## src/rtl/relr_pkg.sv

```systemverilog
// Shared types, constants and helpers for the RELR relocation decoder.
package relr_pkg;

   localparam int unsigned WORD_W       = 64;
   localparam int unsigned MASK_W       = 63;
   localparam int unsigned IDX_W        = 6;
   localparam int unsigned BYTE_SHIFT_W = 3;
   localparam logic [WORD_W-1:0] WORD_STEP   = 64'd8;
   localparam logic [WORD_W-1:0] BITMAP_SPAN = 64'd504;

   localparam int unsigned CMD_DEPTH  = 2;
   localparam int unsigned CMD_PTR_W  = (CMD_DEPTH > 1) ? $clog2(CMD_DEPTH) : 1;
   localparam int unsigned CMD_CNT_W  = $clog2(CMD_DEPTH + 1);

   localparam int unsigned CSR_ADDR_W  = 4;
   localparam int unsigned CSR_DATA_W  = 64;
   localparam int unsigned CSR_IDX_BIT = 3;

   typedef enum logic {
      CSR_STAGING_BASE     = 1'b0,
      CSR_RELOCATION_DELTA = 1'b1
   } csr_index_type;

   typedef struct packed {
      logic [WORD_W-1:0] relr_word;
      logic              table_end;
   } req_type;

   typedef struct packed {
      logic [WORD_W-1:0] target_address;
      logic [WORD_W-1:0] add_value;
      logic              last_of_run;
   } rsp_type;

   // One run of targets: base offset plus a mask of word slots.
   typedef struct packed {
      logic [WORD_W-1:0] base;
      logic [MASK_W-1:0] mask;
   } cmd_type;

   typedef struct packed {
      logic busy;
      logic emit;
      logic last;
   } back_stat_type;

   // Index of the lowest set bit of a mask.
   function automatic logic [IDX_W-1:0] lowest_index(input logic [MASK_W-1:0] mask);
      logic [MASK_W-1:0] onehot;
      logic [IDX_W-1:0]  idx;
      onehot = mask & (~mask + {{(MASK_W-1){1'b0}}, 1'b1});
      idx    = '0;
      for (int i = 0; i < MASK_W; i++) begin
         if (onehot[i]) begin
            idx = idx | IDX_W'(i);
         end
      end
      return idx;
   endfunction

endpackage

```

## src/rtl/relr_front.sv

```systemverilog
// Front end: accepts RELR words, tracks the running offset, builds run commands.
module relr_front (
   input  logic              clock,
   input  logic              reset,
   input  logic              req_push,
   output logic              req_full,
   input  relr_pkg::req_type req_data,
   output logic              cmd_push,
   output relr_pkg::cmd_type cmd_data,
   input  logic              cmd_full
);

   logic [relr_pkg::WORD_W-1:0] offset_ff;
   logic [relr_pkg::WORD_W-1:0] offset_in;
   logic                        accept;
   logic                        is_bitmap;

   always_comb begin
      accept    = req_push && !cmd_full;
      req_full  = cmd_full;
      is_bitmap = req_data.relr_word[0];

      // Address word is a run of one slot at the word itself.
      if (is_bitmap) begin
         cmd_data.base = offset_ff;
         cmd_data.mask = req_data.relr_word[relr_pkg::WORD_W-1:1];
      end else begin
         cmd_data.base = req_data.relr_word;
         cmd_data.mask = {{(relr_pkg::MASK_W-1){1'b0}}, 1'b1};
      end

      // Drop empty bitmaps: they only advance the offset.
      cmd_push = accept && (cmd_data.mask != '0);

      offset_in = offset_ff;
      if (accept) begin
         if (req_data.table_end) begin
            offset_in = '0;
         end else if (is_bitmap) begin
            offset_in = offset_ff + relr_pkg::BITMAP_SPAN;
         end else begin
            offset_in = req_data.relr_word + relr_pkg::WORD_STEP;
         end
      end
   end

   always_ff @(posedge clock) begin
      if (reset) begin
         offset_ff <= '0;
      end else begin
         offset_ff <= offset_in;
      end
   end

endmodule

```

## src/rtl/relr_cmd_queue.sv

```systemverilog
// Short command queue between the front end and the target generator.
module relr_cmd_queue (
   input  logic              clock,
   input  logic              reset,
   input  logic              push,
   input  relr_pkg::cmd_type push_data,
   output logic              full,
   input  logic              pop,
   output relr_pkg::cmd_type pop_data,
   output logic              empty
);

   relr_pkg::cmd_type                entries_ff [relr_pkg::CMD_DEPTH];
   logic [relr_pkg::CMD_PTR_W-1:0]   wr_ptr_ff;
   logic [relr_pkg::CMD_PTR_W-1:0]   wr_ptr_in;
   logic [relr_pkg::CMD_PTR_W-1:0]   rd_ptr_ff;
   logic [relr_pkg::CMD_PTR_W-1:0]   rd_ptr_in;
   logic [relr_pkg::CMD_CNT_W-1:0]   count_ff;
   logic [relr_pkg::CMD_CNT_W-1:0]   count_in;
   logic                             do_push;
   logic                             do_pop;

   localparam logic [relr_pkg::CMD_PTR_W-1:0] LAST_PTR =
      relr_pkg::CMD_PTR_W'(relr_pkg::CMD_DEPTH - 1);
   localparam logic [relr_pkg::CMD_CNT_W-1:0] DEPTH_CNT =
      relr_pkg::CMD_CNT_W'(relr_pkg::CMD_DEPTH);

   always_comb begin
      full     = (count_ff == DEPTH_CNT);
      empty    = (count_ff == '0);
      do_push  = push && !full;
      do_pop   = pop && !empty;
      pop_data = entries_ff[rd_ptr_ff];

      wr_ptr_in = wr_ptr_ff;
      if (do_push) begin
         wr_ptr_in = (wr_ptr_ff == LAST_PTR) ? '0 : wr_ptr_ff + 1'b1;
      end
      rd_ptr_in = rd_ptr_ff;
      if (do_pop) begin
         rd_ptr_in = (rd_ptr_ff == LAST_PTR) ? '0 : rd_ptr_ff + 1'b1;
      end
      count_in = count_ff;
      if (do_push && !do_pop) begin
         count_in = count_ff + 1'b1;
      end else if (do_pop && !do_push) begin
         count_in = count_ff - 1'b1;
      end
   end

   always_ff @(posedge clock) begin
      if (reset) begin
         wr_ptr_ff <= '0;
         rd_ptr_ff <= '0;
         count_ff  <= '0;
      end else begin
         wr_ptr_ff <= wr_ptr_in;
         rd_ptr_ff <= rd_ptr_in;
         count_ff  <= count_in;
      end
   end

   always_ff @(posedge clock) begin
      if (do_push) begin
         entries_ff[wr_ptr_ff] <= push_data;
      end
   end

endmodule

```

## src/rtl/relr_back.sv

```systemverilog
// Back end: walks a run's slot mask, emitting one patch target per cycle while results are taken.
module relr_back (
   input  logic                        clock,
   input  logic                        reset,
   input  logic                        cmd_empty,
   input  relr_pkg::cmd_type           cmd_data,
   output logic                        cmd_pop,
   input  logic [relr_pkg::WORD_W-1:0] staging_base,
   input  logic [relr_pkg::WORD_W-1:0] relocation_delta,
   output logic                        rsp_empty,
   input  logic                        rsp_pop,
   output relr_pkg::rsp_type           rsp_data,
   output relr_pkg::back_stat_type     stat
);

   logic                        busy_ff;
   logic                        busy_in;
   logic [relr_pkg::WORD_W-1:0] base_sum_ff;
   logic [relr_pkg::WORD_W-1:0] base_sum_in;
   logic [relr_pkg::MASK_W-1:0] mask_ff;
   logic [relr_pkg::MASK_W-1:0] mask_in;
   logic                        rsp_valid_ff;
   logic                        rsp_valid_in;
   relr_pkg::rsp_type           rsp_data_ff;
   relr_pkg::rsp_type           rsp_data_in;
   logic [relr_pkg::MASK_W-1:0] mask_rest;
   logic [relr_pkg::IDX_W-1:0]  slot;
   logic                        load;
   logic                        emit;
   logic                        last;

   always_comb begin
      load      = !busy_ff && !cmd_empty;
      cmd_pop   = load;
      emit      = busy_ff && (!rsp_valid_ff || rsp_pop);
      slot      = relr_pkg::lowest_index(mask_ff);
      mask_rest = mask_ff & (mask_ff - {{(relr_pkg::MASK_W-1){1'b0}}, 1'b1});
      last      = (mask_rest == '0);

      busy_in     = busy_ff;
      base_sum_in = base_sum_ff;
      mask_in     = mask_ff;
      if (load) begin
         busy_in     = 1'b1;
         base_sum_in = staging_base + cmd_data.base;
         mask_in     = cmd_data.mask;
      end else if (emit) begin
         busy_in = !last;
         mask_in = mask_rest;
      end

      // Hold the result until taken; refill in the same cycle it is popped.
      rsp_valid_in = rsp_valid_ff;
      rsp_data_in  = rsp_data_ff;
      if (emit) begin
         rsp_valid_in               = 1'b1;
         rsp_data_in.target_address = base_sum_ff +
            {{(relr_pkg::WORD_W-relr_pkg::IDX_W-relr_pkg::BYTE_SHIFT_W){1'b0}},
             slot, {relr_pkg::BYTE_SHIFT_W{1'b0}}};
         rsp_data_in.add_value      = relocation_delta;
         rsp_data_in.last_of_run    = last;
      end else if (rsp_pop) begin
         rsp_valid_in = 1'b0;
      end

      rsp_empty = !rsp_valid_ff;
      rsp_data  = rsp_data_ff;
      stat.busy = busy_ff;
      stat.emit = emit;
      stat.last = last;
   end

   always_ff @(posedge clock) begin
      if (reset) begin
         busy_ff      <= 1'b0;
         rsp_valid_ff <= 1'b0;
      end else begin
         busy_ff      <= busy_in;
         rsp_valid_ff <= rsp_valid_in;
      end
   end

   always_ff @(posedge clock) begin
      base_sum_ff <= base_sum_in;
      mask_ff     <= mask_in;
      rsp_data_ff <= rsp_data_in;
   end

endmodule

```

## src/rtl/relr_relocation_decoder_unit.sv

```systemverilog
// Top level of the RELR relative-relocation decoder.
//
//  channel  | direction | handshake              | payload
//  ---------+-----------+------------------------+----------------------------------
//  req_     | in        | req_push / req_full    | relr_word, table_end
//  rsp_     | out       | rsp_pop / rsp_empty    | target_address, add_value, last_of_run
//  csr_     | in/out    | APB, pready tied high  | staging_base @0x0, relocation_delta @0x8
//
// The front end takes a word whenever the command queue has room, keeps the
// running offset and queues a run command (up to two wait). The back end loads
// a run, then emits one target per cycle while results are taken; it loads the
// next run only after the last target of the current one is out.
// An empty bitmap only moves the offset and costs the back end nothing.
// Reset is synchronous, active high; it clears the offset, both registers,
// the queue and the result register. Either side may stall without limit.
module relr_relocation_decoder_unit (
   input  logic                            clock,
   input  logic                            reset,
   // input item channel
   input  logic                            req_push,
   output logic                            req_full,
   input  relr_pkg::req_type               req_data,
   // result item channel
   output logic                            rsp_empty,
   input  logic                            rsp_pop,
   output relr_pkg::rsp_type               rsp_data,
   // configuration port
   input  logic                            csr_psel,
   input  logic                            csr_penable,
   input  logic                            csr_pwrite,
   input  logic [relr_pkg::CSR_ADDR_W-1:0] csr_paddr,
   input  logic [relr_pkg::CSR_DATA_W-1:0] csr_pwdata,
   output logic [relr_pkg::CSR_DATA_W-1:0] csr_prdata,
   output logic                            csr_pready
);

   logic [relr_pkg::WORD_W-1:0] staging_base_ff;
   logic [relr_pkg::WORD_W-1:0] staging_base_in;
   logic [relr_pkg::WORD_W-1:0] relocation_delta_ff;
   logic [relr_pkg::WORD_W-1:0] relocation_delta_in;
   relr_pkg::csr_index_type     csr_index;
   logic                        csr_write;

   logic                        cmd_push;
   logic                        cmd_full;
   logic                        cmd_empty;
   logic                        cmd_pop;
   relr_pkg::cmd_type           cmd_in_data;
   relr_pkg::cmd_type           cmd_out_data;
   relr_pkg::back_stat_type     back_stat;

   // Register file: the index comes from the 8-byte slot bit of the address.
   always_comb begin
      csr_pready          = 1'b1;
      csr_index           = relr_pkg::csr_index_type'(csr_paddr[relr_pkg::CSR_IDX_BIT]);
      csr_write           = csr_psel && csr_penable && csr_pwrite && csr_pready;
      staging_base_in     = staging_base_ff;
      relocation_delta_in = relocation_delta_ff;
      csr_prdata          = '0;
      case (csr_index)
         relr_pkg::CSR_STAGING_BASE: begin
            csr_prdata = staging_base_ff;
            if (csr_write) begin
               staging_base_in = csr_pwdata;
            end
         end
         relr_pkg::CSR_RELOCATION_DELTA: begin
            csr_prdata = relocation_delta_ff;
            if (csr_write) begin
               relocation_delta_in = csr_pwdata;
            end
         end
         default: begin
            csr_prdata = '0;
         end
      endcase
   end

   always_ff @(posedge clock) begin
      if (reset) begin
         staging_base_ff     <= '0;
         relocation_delta_ff <= '0;
      end else begin
         staging_base_ff     <= staging_base_in;
         relocation_delta_ff <= relocation_delta_in;
      end
   end

   // Classify words and advance the running offset.
   relr_front u_front (
      .clock    (clock),
      .reset    (reset),
      .req_push (req_push),
      .req_full (req_full),
      .req_data (req_data),
      .cmd_push (cmd_push),
      .cmd_data (cmd_in_data),
      .cmd_full (cmd_full)
   );

   // Decouple the two halves so each can stall on its own.
   relr_cmd_queue u_cmd_queue (
      .clock     (clock),
      .reset     (reset),
      .push      (cmd_push),
      .push_data (cmd_in_data),
      .full      (cmd_full),
      .pop       (cmd_pop),
      .pop_data  (cmd_out_data),
      .empty     (cmd_empty)
   );

   // Expand each run into patch targets.
   relr_back u_back (
      .clock            (clock),
      .reset            (reset),
      .cmd_empty        (cmd_empty),
      .cmd_data         (cmd_out_data),
      .cmd_pop          (cmd_pop),
      .staging_base     (staging_base_ff),
      .relocation_delta (relocation_delta_ff),
      .rsp_empty        (rsp_empty),
      .rsp_pop          (rsp_pop),
      .rsp_data         (rsp_data),
      .stat             (back_stat)
   );

`ifndef NO_ASSERTIONS
   // The front end never pushes into a full command queue.
   a_no_push_when_full: assert property (@(posedge clock) disable iff (reset)
      cmd_push |-> !cmd_full)
      else $error("command pushed into full queue");

   // Emitting the last target of a run leaves the back end idle.
   a_idle_after_last: assert property (@(posedge clock) disable iff (reset)
      (back_stat.emit && back_stat.last) |=> !back_stat.busy)
      else $error("back end still busy after last target");

   // A result only appears after the back end emitted it.
   a_result_from_emit: assert property (@(posedge clock) disable iff (reset)
      $fell(rsp_empty) |-> $past(back_stat.emit))
      else $error("result appeared without an emit");
`endif

endmodule

```

## config.mk

```make
export PLATFORM = sky130hd
export DESIGN_NAME = relr_relocation_decoder_unit
export DESIGN_NICKNAME = d
export VERILOG_FILES = /design/src/rtl/relr_pkg.sv /design/src/rtl/relr_front.sv /design/src/rtl/relr_cmd_queue.sv /design/src/rtl/relr_back.sv /design/src/rtl/relr_relocation_decoder_unit.sv
export SDC_FILE = /design/constraint.sdc
export NUM_CORES = 1
export LEC_CHECK = 0
export BUFFER_PORTS_ARGS = -buffer_cell sky130_fd_sc_hd__buf_2
export CAP_MARGIN = 20
export CORE_MARGIN = 8
export CORE_UTILIZATION = 60
export DETAILED_ROUTE_END_ITERATION = 16
export PLACE_DENSITY = 0.8
export SYNTH_ARGS = -nofsm -noshare
export SYNTH_HDL_FRONTEND = slang
export SYNTH_SLANG_ARGS = --single-unit
```

## constraint.sdc

```tcl
create_clock -name clock -period 18.7 [get_ports clock]
set_input_delay 2.805 -clock clock [delete_from_list [all_inputs] [get_ports clock]]
set_output_delay 2.805 -clock clock [all_outputs]
set_load 0.05 [all_outputs]
```

======== Yosys cells after proc, flatten, opt, wreduce, memory -nomap -nowiden ========
Memory sizes are Yosys's and may differ from the RTL's. A register that Yosys moved wholly into a read port is not among the register bits.
Index checks and enable logic that the tools add are counted.
cells by class
  add/sub/neg operators ................... 10
  multiply operators ...................... 0
  div/mod/pow operators ................... 0
  order comparisons ....................... 0
  equality and inequality tests ........... 2
  shift operators ......................... 0
  muxes and demuxes ....................... 90
  bitwise logic cells ..................... 4
  reduce and logical (&&, ||, !) cells .... 27
operator list
  cell                                                 count
  two-way mux 64 bit                                   8
  two-way mux 63 bit                                   3
  two-way mux 6 bit                                    31
  case mux 64 bit (2 select lines)                     1
  two-way mux 127 bit                                  1
  bitwise AND 63 bit                                   2
  two-way mux 5 bit                                    16
  adder 64 x 4 -> 64 bit (second input constant)       1
  adder 64 bit                                         1
  adder 64 x 9 -> 64 bit                               1
  adder 64 x 9 -> 64 bit (second input constant)       1
  adder 63 x 1 -> 63 bit (second input constant)       1
  logical NOT 63 bit                                   1
  NOT 63 bit                                           1
  nonzero test 63 bit                                  1
  subtractor 63 x 1 -> 63 bit (second input constant)  1
  two-way mux 4 bit                                    8
  two-way mux 1 bit                                    13
  two-way mux 3 bit                                    4
  logical AND 1 bit                                    10
  two-way mux 2 bit                                    5
  nonzero test 2 bit                                   4
  logical NOT 1 bit                                    7
  AND reduction 2 bit                                  2
  other kinds (8)                                      9
word-level totals
  register bits ........................... 454
  latch bits .............................. 0
  memory bits (writable) .................. 254
  bits in read-only memories .............. 0
  input port bits ......................... 140
  output and inout bits ................... 196
  logic and storage cells ................. 147
  memories ................................ 1
memory list
  memory                  words  bits a word  rd ports  clocked after memory_dff  wr ports  RTL line              source
  u_cmd_queue.entries_ff  2      127          1         1                         1         relr_cmd_queue.sv:13  relr_pkg::cmd_type entries_ff [relr_pkg::CMD_DEPTH];

======== Depth between registers and ports, before layout ========
  word-level depth ........................ 66
  gate-level depth with buffers ........... 25
  mapped depth without buffers ............ 23

======== Hierarchy ========
Synthesis repeated with hierarchy kept, for this count alone.
unflattened totals
  cell total of the unflattened synthesis .. 3,249
  area total of the unflattened synthesis .. 36,761.5 sq um
by module, submodules not included
  module                        times used  cells each  area each (sq um)  sequential area each (sq um)
  relr_back                     1           1,402       14,890.5           7,727.4
  relr_cmd_queue                1           420         9,489.1            7,727.4
  relr_front                    1           867         6,367.4            1,261.2
  relr_relocation_decoder_unit  1           560         6,014.5            2,562.5

======== Least setup slack after synthesis ========
Ideal clock, no wire load.
  path kind ............................... input-to-reg
  from .................................... input port req_push
  to ...................................... memory u_cmd_queue.entries_ff[0][0] (netlist bit) (enable)
  arrival ................................. 11.986 ns
  required time ........................... 17.935 ns
  slack ................................... 5.949 ns
  stages .................................. 4
  path buffers ............................ 2
  path through ............................ nand2_1 clkbuf_1 clkbuf_1 nor3_1
between the ends
  word-level cells in the longest chain between the ends .. 5
RTL lines
  element                                  RTL line                            source
  from (decl)                              relr_relocation_decoder_unit.sv:20  input logic req_push,
  logical AND 1 bit                        relr_front.sv:19                    accept = req_push && !cmd_full;
  logical AND 1 bit                        relr_front.sv:33                    cmd_push = accept && (cmd_data.mask != '0);
  logical AND 1 bit                        relr_cmd_queue.sv:31                do_push = push && !full;
  two-way mux 1 bit                        relr_cmd_queue.sv:64                if (do_push) begin
  two-way mux 1 bit (implied by the code)  relr_cmd_queue.sv:65                entries_ff[wr_ptr_ff] <= push_data;
  to (decl)                                relr_cmd_queue.sv:13
No other way between the ends.

======== Worst setup path in the final report ========
  from .................................... register u_back.mask_ff[18] (netlist bit)
  to ...................................... register u_back.rsp_data_ff, in the netlist u_back.rsp_data[128] (data pin)
between the ends
  word-level cells in the longest chain between the ends .. 49
RTL lines
  element                           RTL line         source
  from (decl)                       relr_back.sv:20  logic [relr_pkg::MASK_W-1:0] mask_ff;
  from (signal assigned)            relr_back.sv:85  mask_ff <= mask_in;
  NOT 63 bit                        relr_pkg.sv:51   onehot = mask & (~mask + {{(MASK_W-1){1'b0}}, 1'b1});
  adder 63 x 1 -> 63 bit            relr_pkg.sv:51
  bitwise AND 63 bit *              relr_pkg.sv:51
  two-way mux 5 bit (14 in series)  relr_pkg.sv:54   if (onehot[i]) begin
  two-way mux 6 bit (30 in series)  relr_pkg.sv:54
  two-way mux 6 bit *               relr_pkg.sv:54
  adder 64 x 9 -> 64 bit *          relr_back.sv:57  rsp_data_in.target_address = base_sum_ff +
  to (signal assigned)              relr_back.sv:86  rsp_data_ff <= rsp_data_in;
  to (decl)                         relr_back.sv:24  relr_pkg::rsp_type rsp_data_ff;
Every way passes the cells marked *; elsewhere a longest branch is shown, timed or not.
A chain may end at the register's enable or synchronous reset.

==> impl_metrics.prom <==
# TYPE chip_impl_metric gauge
chip_impl_metric{name="syn_to_final_growth",unit="%"} 13.13
chip_impl_metric{name="maxSlewViolCount",unit=""} 0
chip_impl_metric{name="detail_route.wl_per_cell",unit="um"} 22.43
chip_impl_info{name="timing.critical_path.slowest_stage_cell",value="sky130_fd_sc_hd__nor4_1"} 1
chip_impl_metric{name="period_share",unit="%"} 39.92
chip_impl_metric{name="io_buffer_count",unit=""} 331
chip_impl_info{name="crit_path_end_kind",value="register"} 1
chip_impl_metric{name="fin_ws",unit="ps"} 11240
chip_impl_info{name="synth.most_common_cell",value="sky130_fd_sc_hd__edfxtp_1"} 1
chip_impl_info{name="synth.top_cells.by_area",value="sky130_fd_sc_hd__edfxtp_1, sky130_fd_sc_hd__dfxtp_1, sky130_fd_sc_hd__mux2_2"} 1
chip_impl_info{name="worstSetupPathType",value="reg2reg"} 1
chip_impl_metric{name="crit_fanout",unit=""} 12
chip_impl_metric{name="placed_cells",unit=""} 4226
chip_impl_metric{name="postPlaceCellArea",unit="um^2"} 37160
chip_impl_info{name="min-delay-path-class",value="reg2reg"} 1
chip_impl_metric{name="cp_data_arrival_time",unit="ps"} 7820
chip_impl_metric{name="aggregate_routed_wire_length",unit="um"} 98070
chip_impl_metric{name="grt_pass1_vias",unit=""} 25810
chip_impl_info{name="cts_root_buf",value="sky130_fd_sc_hd__clkbuf_16"} 1
chip_impl_info{name="timing.critical_path.cells",value="nor4_1 -> nor3b_1 -> and3_1 -> nand3_4 -> nor3_1 -> nand2b_1 -> nor4_1 -> nor2_1 -> and2_1 -> fa_1 -> nor2b_1 -> o21ai_0 -> a21boi_0 -> o21ai_0 -> a21boi_1 -> buf_4 -> nand2_1 -> nor3_1 -> nand2_1 -> nor3_1 -> xor2_1"} 1
chip_impl_metric{name="synth_warnings",unit=""} 0
chip_impl_metric{name="number_of_storage_elements_in_the_synthesis_netlist",unit=""} 706
chip_impl_metric{name="critical_path.max_stage_delay",unit="ps"} 920
chip_impl_metric{name="power_leakage",unit="nW"} 14.59
chip_impl_metric{name="netlist-cell-type-count",unit=""} 79
chip_impl_info{name="cts_tree",value="yes"} 1
chip_impl_metric{name="vias",unit=""} 27040
chip_impl_info{name="yosys_most_used_dff",value="sky130_fd_sc_hd__edfxtp_1"} 1
chip_impl_metric{name="maxSlewHeadroom",unit="%"} 22.99
chip_impl_info{name="rsz0062_at_grt",value="false"} 1
chip_impl_metric{name="cts_hold_buf",unit=""} 0
chip_impl_metric{name="drt_first_pass_iters",unit=""} 5
chip_impl_metric{name="syn_avg_cell_area",unit="um^2"} 10.70
chip_impl_metric{name="setup_total_negative_slack",unit="ps"} 0
chip_impl_metric{name="seq_area_frac_synth",unit="%"} 55.11
chip_impl_metric{name="initial_antenna_violation_count",unit=""} 19
chip_impl_metric{name="max_h_tree_level",unit=""} 3
chip_impl_metric{name="reg2reg_slack",unit="ps"} 11240
chip_impl_metric{name="asyncSetResetFlopFracSynth",unit="%"} 0
chip_impl_metric{name="post-cts-setup-buffers",unit=""} 0
chip_impl_metric{name="postSynthCellCount",unit=""} 3259
chip_impl_metric{name="drv.max_cap_violation_count",unit=""} 0
chip_impl_metric{name="first_iter_violations",unit=""} 2998
chip_impl_metric{name="clk-insertion-delay-late",unit="ps"} 620
chip_impl_metric{name="chipHeight",unit="um"} 257.1
chip_impl_metric{name="worstRegToRegCells",unit=""} 21
chip_impl_metric{name="finalNetCount",unit=""} 3749
chip_impl_metric{name="initial_utilization",unit="%"} 60.56
chip_impl_metric{name="clk_path_buf_depth",unit=""} 3
chip_impl_metric{name="hpwl",unit="um"} 69870
chip_impl_metric{name="track_usage",unit="%"} 28.46
chip_impl_metric{name="io-pin-count",unit=""} 336
chip_impl_metric{name="route.detailed.drc",unit=""} 0
chip_impl_metric{name="layout_min_cycle_time",unit="ps"} 7465
chip_impl_metric{name="cts_repair_resize_count",unit=""} 0
chip_impl_metric{name="worst_hold_path.num_cells",unit=""} 0
chip_impl_metric{name="clk_pin_slew_worst_paths",unit="ps"} 60
chip_impl_metric{name="layout.cell_area.non_filler",unit="um^2"} 39450
chip_impl_info{name="synthTopCellsByCount",value="sky130_fd_sc_hd__edfxtp_1, sky130_fd_sc_hd__nand2_1, sky130_fd_sc_hd__a21oi_1"} 1
chip_impl_metric{name="max-vdd-ir-drop",unit="uV"} 124.1
chip_impl_metric{name="grt_first_pass_wirelength",unit="um"} 148700
chip_impl_metric{name="post-route-util",unit="%"} 68.51
chip_impl_info{name="worst_setup_path_start_kind",value="register"} 1
chip_impl_metric{name="dieWidth",unit="um"} 257.1
chip_impl_metric{name="routed_via_density",unit=""} 6.184
chip_impl_info{name="path_common_cell",value="sky130_fd_sc_hd__nor3_1"} 1
chip_impl_metric{name="tritoncts_num_sinks",unit=""} 706
chip_impl_info{name="post-synth-top-area-cell",value="sky130_fd_sc_hd__edfxtp_1"} 1
chip_impl_metric{name="synth_enable_flop_cells",unit=""} 508
chip_impl_metric{name="grt_start_max_net_pins",unit=""} 102
chip_impl_metric{name="clock_buffer_count_from_cts",unit=""} 73
chip_impl_metric{name="synth_nets",unit=""} 3471
chip_impl_metric{name="fin_worst_skew",unit="ps"} 22.72
chip_impl_metric{name="core_region_area",unit="um^2"} 57590
chip_impl_metric{name="grt_overflow",unit=""} 0
chip_impl_metric{name="fmax",unit="MHz"} 134.0
chip_impl_metric{name="cp.required",unit="ps"} 19060
chip_impl_metric{name="final-hold-violation-count",unit=""} 0
chip_impl_metric{name="area_share_of_the_leading_cell_type_in_the_synthesized_netlist",unit="%"} 43.74
chip_impl_metric{name="mappedNetlistArea",unit="um^2"} 34880
chip_impl_metric{name="die_area",unit="um^2"} 66100
chip_impl_metric{name="floorplan.rows",unit=""} 88
chip_impl_metric{name="timing_worst_slew_pin_value",unit="ps"} 1139
chip_impl_info{name="run_status",value="finished clean"} 1
chip_impl_metric{name="antenna_left",unit=""} 0
chip_impl_metric{name="power_density",unit="nW/um^2"} 136.6
chip_impl_metric{name="gp_congestion",unit=""} 0.9973
chip_impl_metric{name="final_layout_size_suffix_gt1_share",unit="%"} 18.57
chip_impl_metric{name="preCtsSetupSlack",unit="ps"} 11510
chip_impl_metric{name="finalSetupViolations",unit=""} 0
chip_impl_metric{name="fill_cells",unit=""} 4279
chip_impl_metric{name="post_layout_nonfiller_instances",unit=""} 4372
## path summary, 6_finish.rpt
check | from | endpoint
min reg2reg | u_back.base_sum_ff[1] | u_back.rsp_data[66]
min | u_back.base_sum_ff[1] | u_back.rsp_data[66]
max | u_back.mask_ff[18] | u_back.rsp_data[128]
max reg2reg | u_back.mask_ff[18] | u_back.rsp_data[128]
## logic make-up (layout without fill, tap and decap cells)
family	Yosys count	count (layout)	synth area share, %
AND/OR/NAND/NOR	1183	1183	16.49
flip-flops	706	706	55.11
AO/OA/AOI/OAI	648	648	11.07
multiplexers	238	238	7.476
buffers and inverters	218	556	2.389
XOR/XNOR	190	190	4.771
adder cells (fa/ha/maj)	75	75	2.691
other	1	11	0.01075
## report_power, final
group	switching, W	internal [W]	total (W)
Sequential	0.000255	0.00216	0.00241
Combinational	0.00110	0.000482	0.00158
Clock	0.000605	0.000789	0.00139
Total	0.00196	0.00343	0.00539
## placed cells by master, fill, tap and decap left out, types with 9 or more instances in the layout
cell type                     n
sky130_fd_sc_hd__edfxtp_1   508
sky130_fd_sc_hd__nand2_1    465
sky130_fd_sc_hd__buf_2      329
sky130_fd_sc_hd__a21oi_1    260
sky130_fd_sc_hd__dfxtp_1    197
sky130_fd_sc_hd__mux2_2     180
sky130_fd_sc_hd__nor2_1     176
sky130_fd_sc_hd__o21ai_0    161
sky130_fd_sc_hd__xnor2_1    126
sky130_fd_sc_hd__nand3_1    113
sky130_fd_sc_hd__and2_1      86
sky130_fd_sc_hd__clkbuf_16   75
sky130_fd_sc_hd__ha_1        71
sky130_fd_sc_hd__nor3_1      66
sky130_fd_sc_hd__xor2_1      64
sky130_fd_sc_hd__inv_1       60
sky130_fd_sc_hd__nand4_1     59
sky130_fd_sc_hd__mux2i_1     58
sky130_fd_sc_hd__nor4_1      43
sky130_fd_sc_hd__and3_1      43
sky130_fd_sc_hd__a21o_1      28
sky130_fd_sc_hd__clkbuf_1    28
sky130_fd_sc_hd__buf_4       28
sky130_fd_sc_hd__or3_1       26
sky130_fd_sc_hd__o22ai_1     24
sky130_fd_sc_hd__a211oi_1    24
sky130_fd_sc_hd__nor2b_1     20
sky130_fd_sc_hd__a22oi_1     20
sky130_fd_sc_hd__o211ai_1    19
sky130_fd_sc_hd__and4_1      19
sky130_fd_sc_hd__a31oi_1     17
sky130_fd_sc_hd__nand2b_1    12
sky130_fd_sc_hd__or4_1       11
sky130_fd_sc_hd__diode_2     10
sky130_fd_sc_hd__o21bai_1    10
sky130_fd_sc_hd__o21a_1      10
sky130_fd_sc_hd__clkinv_1    10
sky130_fd_sc_hd__nand3b_1     9
## final cells by class
class / count / area (um^2) / area share (%)
flip-flops and latches: 706 / 19220 / 48.72
multi-input cells: 2335 / 14870 / 37.69
clock buffers: 107 / 2037 / 5.163
repair buffers: 360 / 1884 / 4.776
well taps: 765 / 957.2 / 2.426
clock inverters: 28 / 229.0 / 0.5803
inverters: 61 / 229.0 / 0.5803
diodes: 10 / 25.02 / 0.06343
## critical path, delay by kind of cell (launching register included)
kind / cells / cell delay, ps
and+or+nand+nor: 14 / 5010
AOI/OAI and AO/OA: 4 / 890
DFF: 1 / 530
adders and majority gates: 1 / 420
buffers and inverters: 1 / 230
xor gates and xnor gates: 1 / 110
## per-stage QoR
stage	total power, W	hold WS, ps
after floorplan	0.003554	400.3
after global placement	0.003961	404.3
after detailed placement	0.004000	405.4
after CTS	0.005390	419.2
after global routing	0.005611	430.6
final	0.005389	418.0
## per-layer routing
| metal | GRT usage (%) | part of all wire [%] | vias up |
|---|---|---|---|
| li1 | - | - | 12580 |
| met1 | 38.30 | 41 | 12950 |
| met2 | 45.23 | 46 | 1298 |
| met3 | 6.244 | 9.5 | 196 |
| met4 | 10.15 | 3.2 | 18 |
| met5 | 0 | 0.12 | - |
## sequential cells by signal, summed over array words and instances (netlist names), named ones only
name and flops:
relocation_delta_ff 64, staging_base_ff 64, u_back.base_sum_ff 64, u_back.busy_ff 1
u_back.mask_ff 63, u_back.rsp_data 129, u_back.rsp_valid_ff 1, u_cmd_queue.count_ff 2
u_cmd_queue.entries_ff 252, u_cmd_queue.rd_ptr_ff 1, u_cmd_queue.wr_ptr_ff 1, u_front.offset_ff 63
No activity file was read; power rests on OpenSTA's default activity.
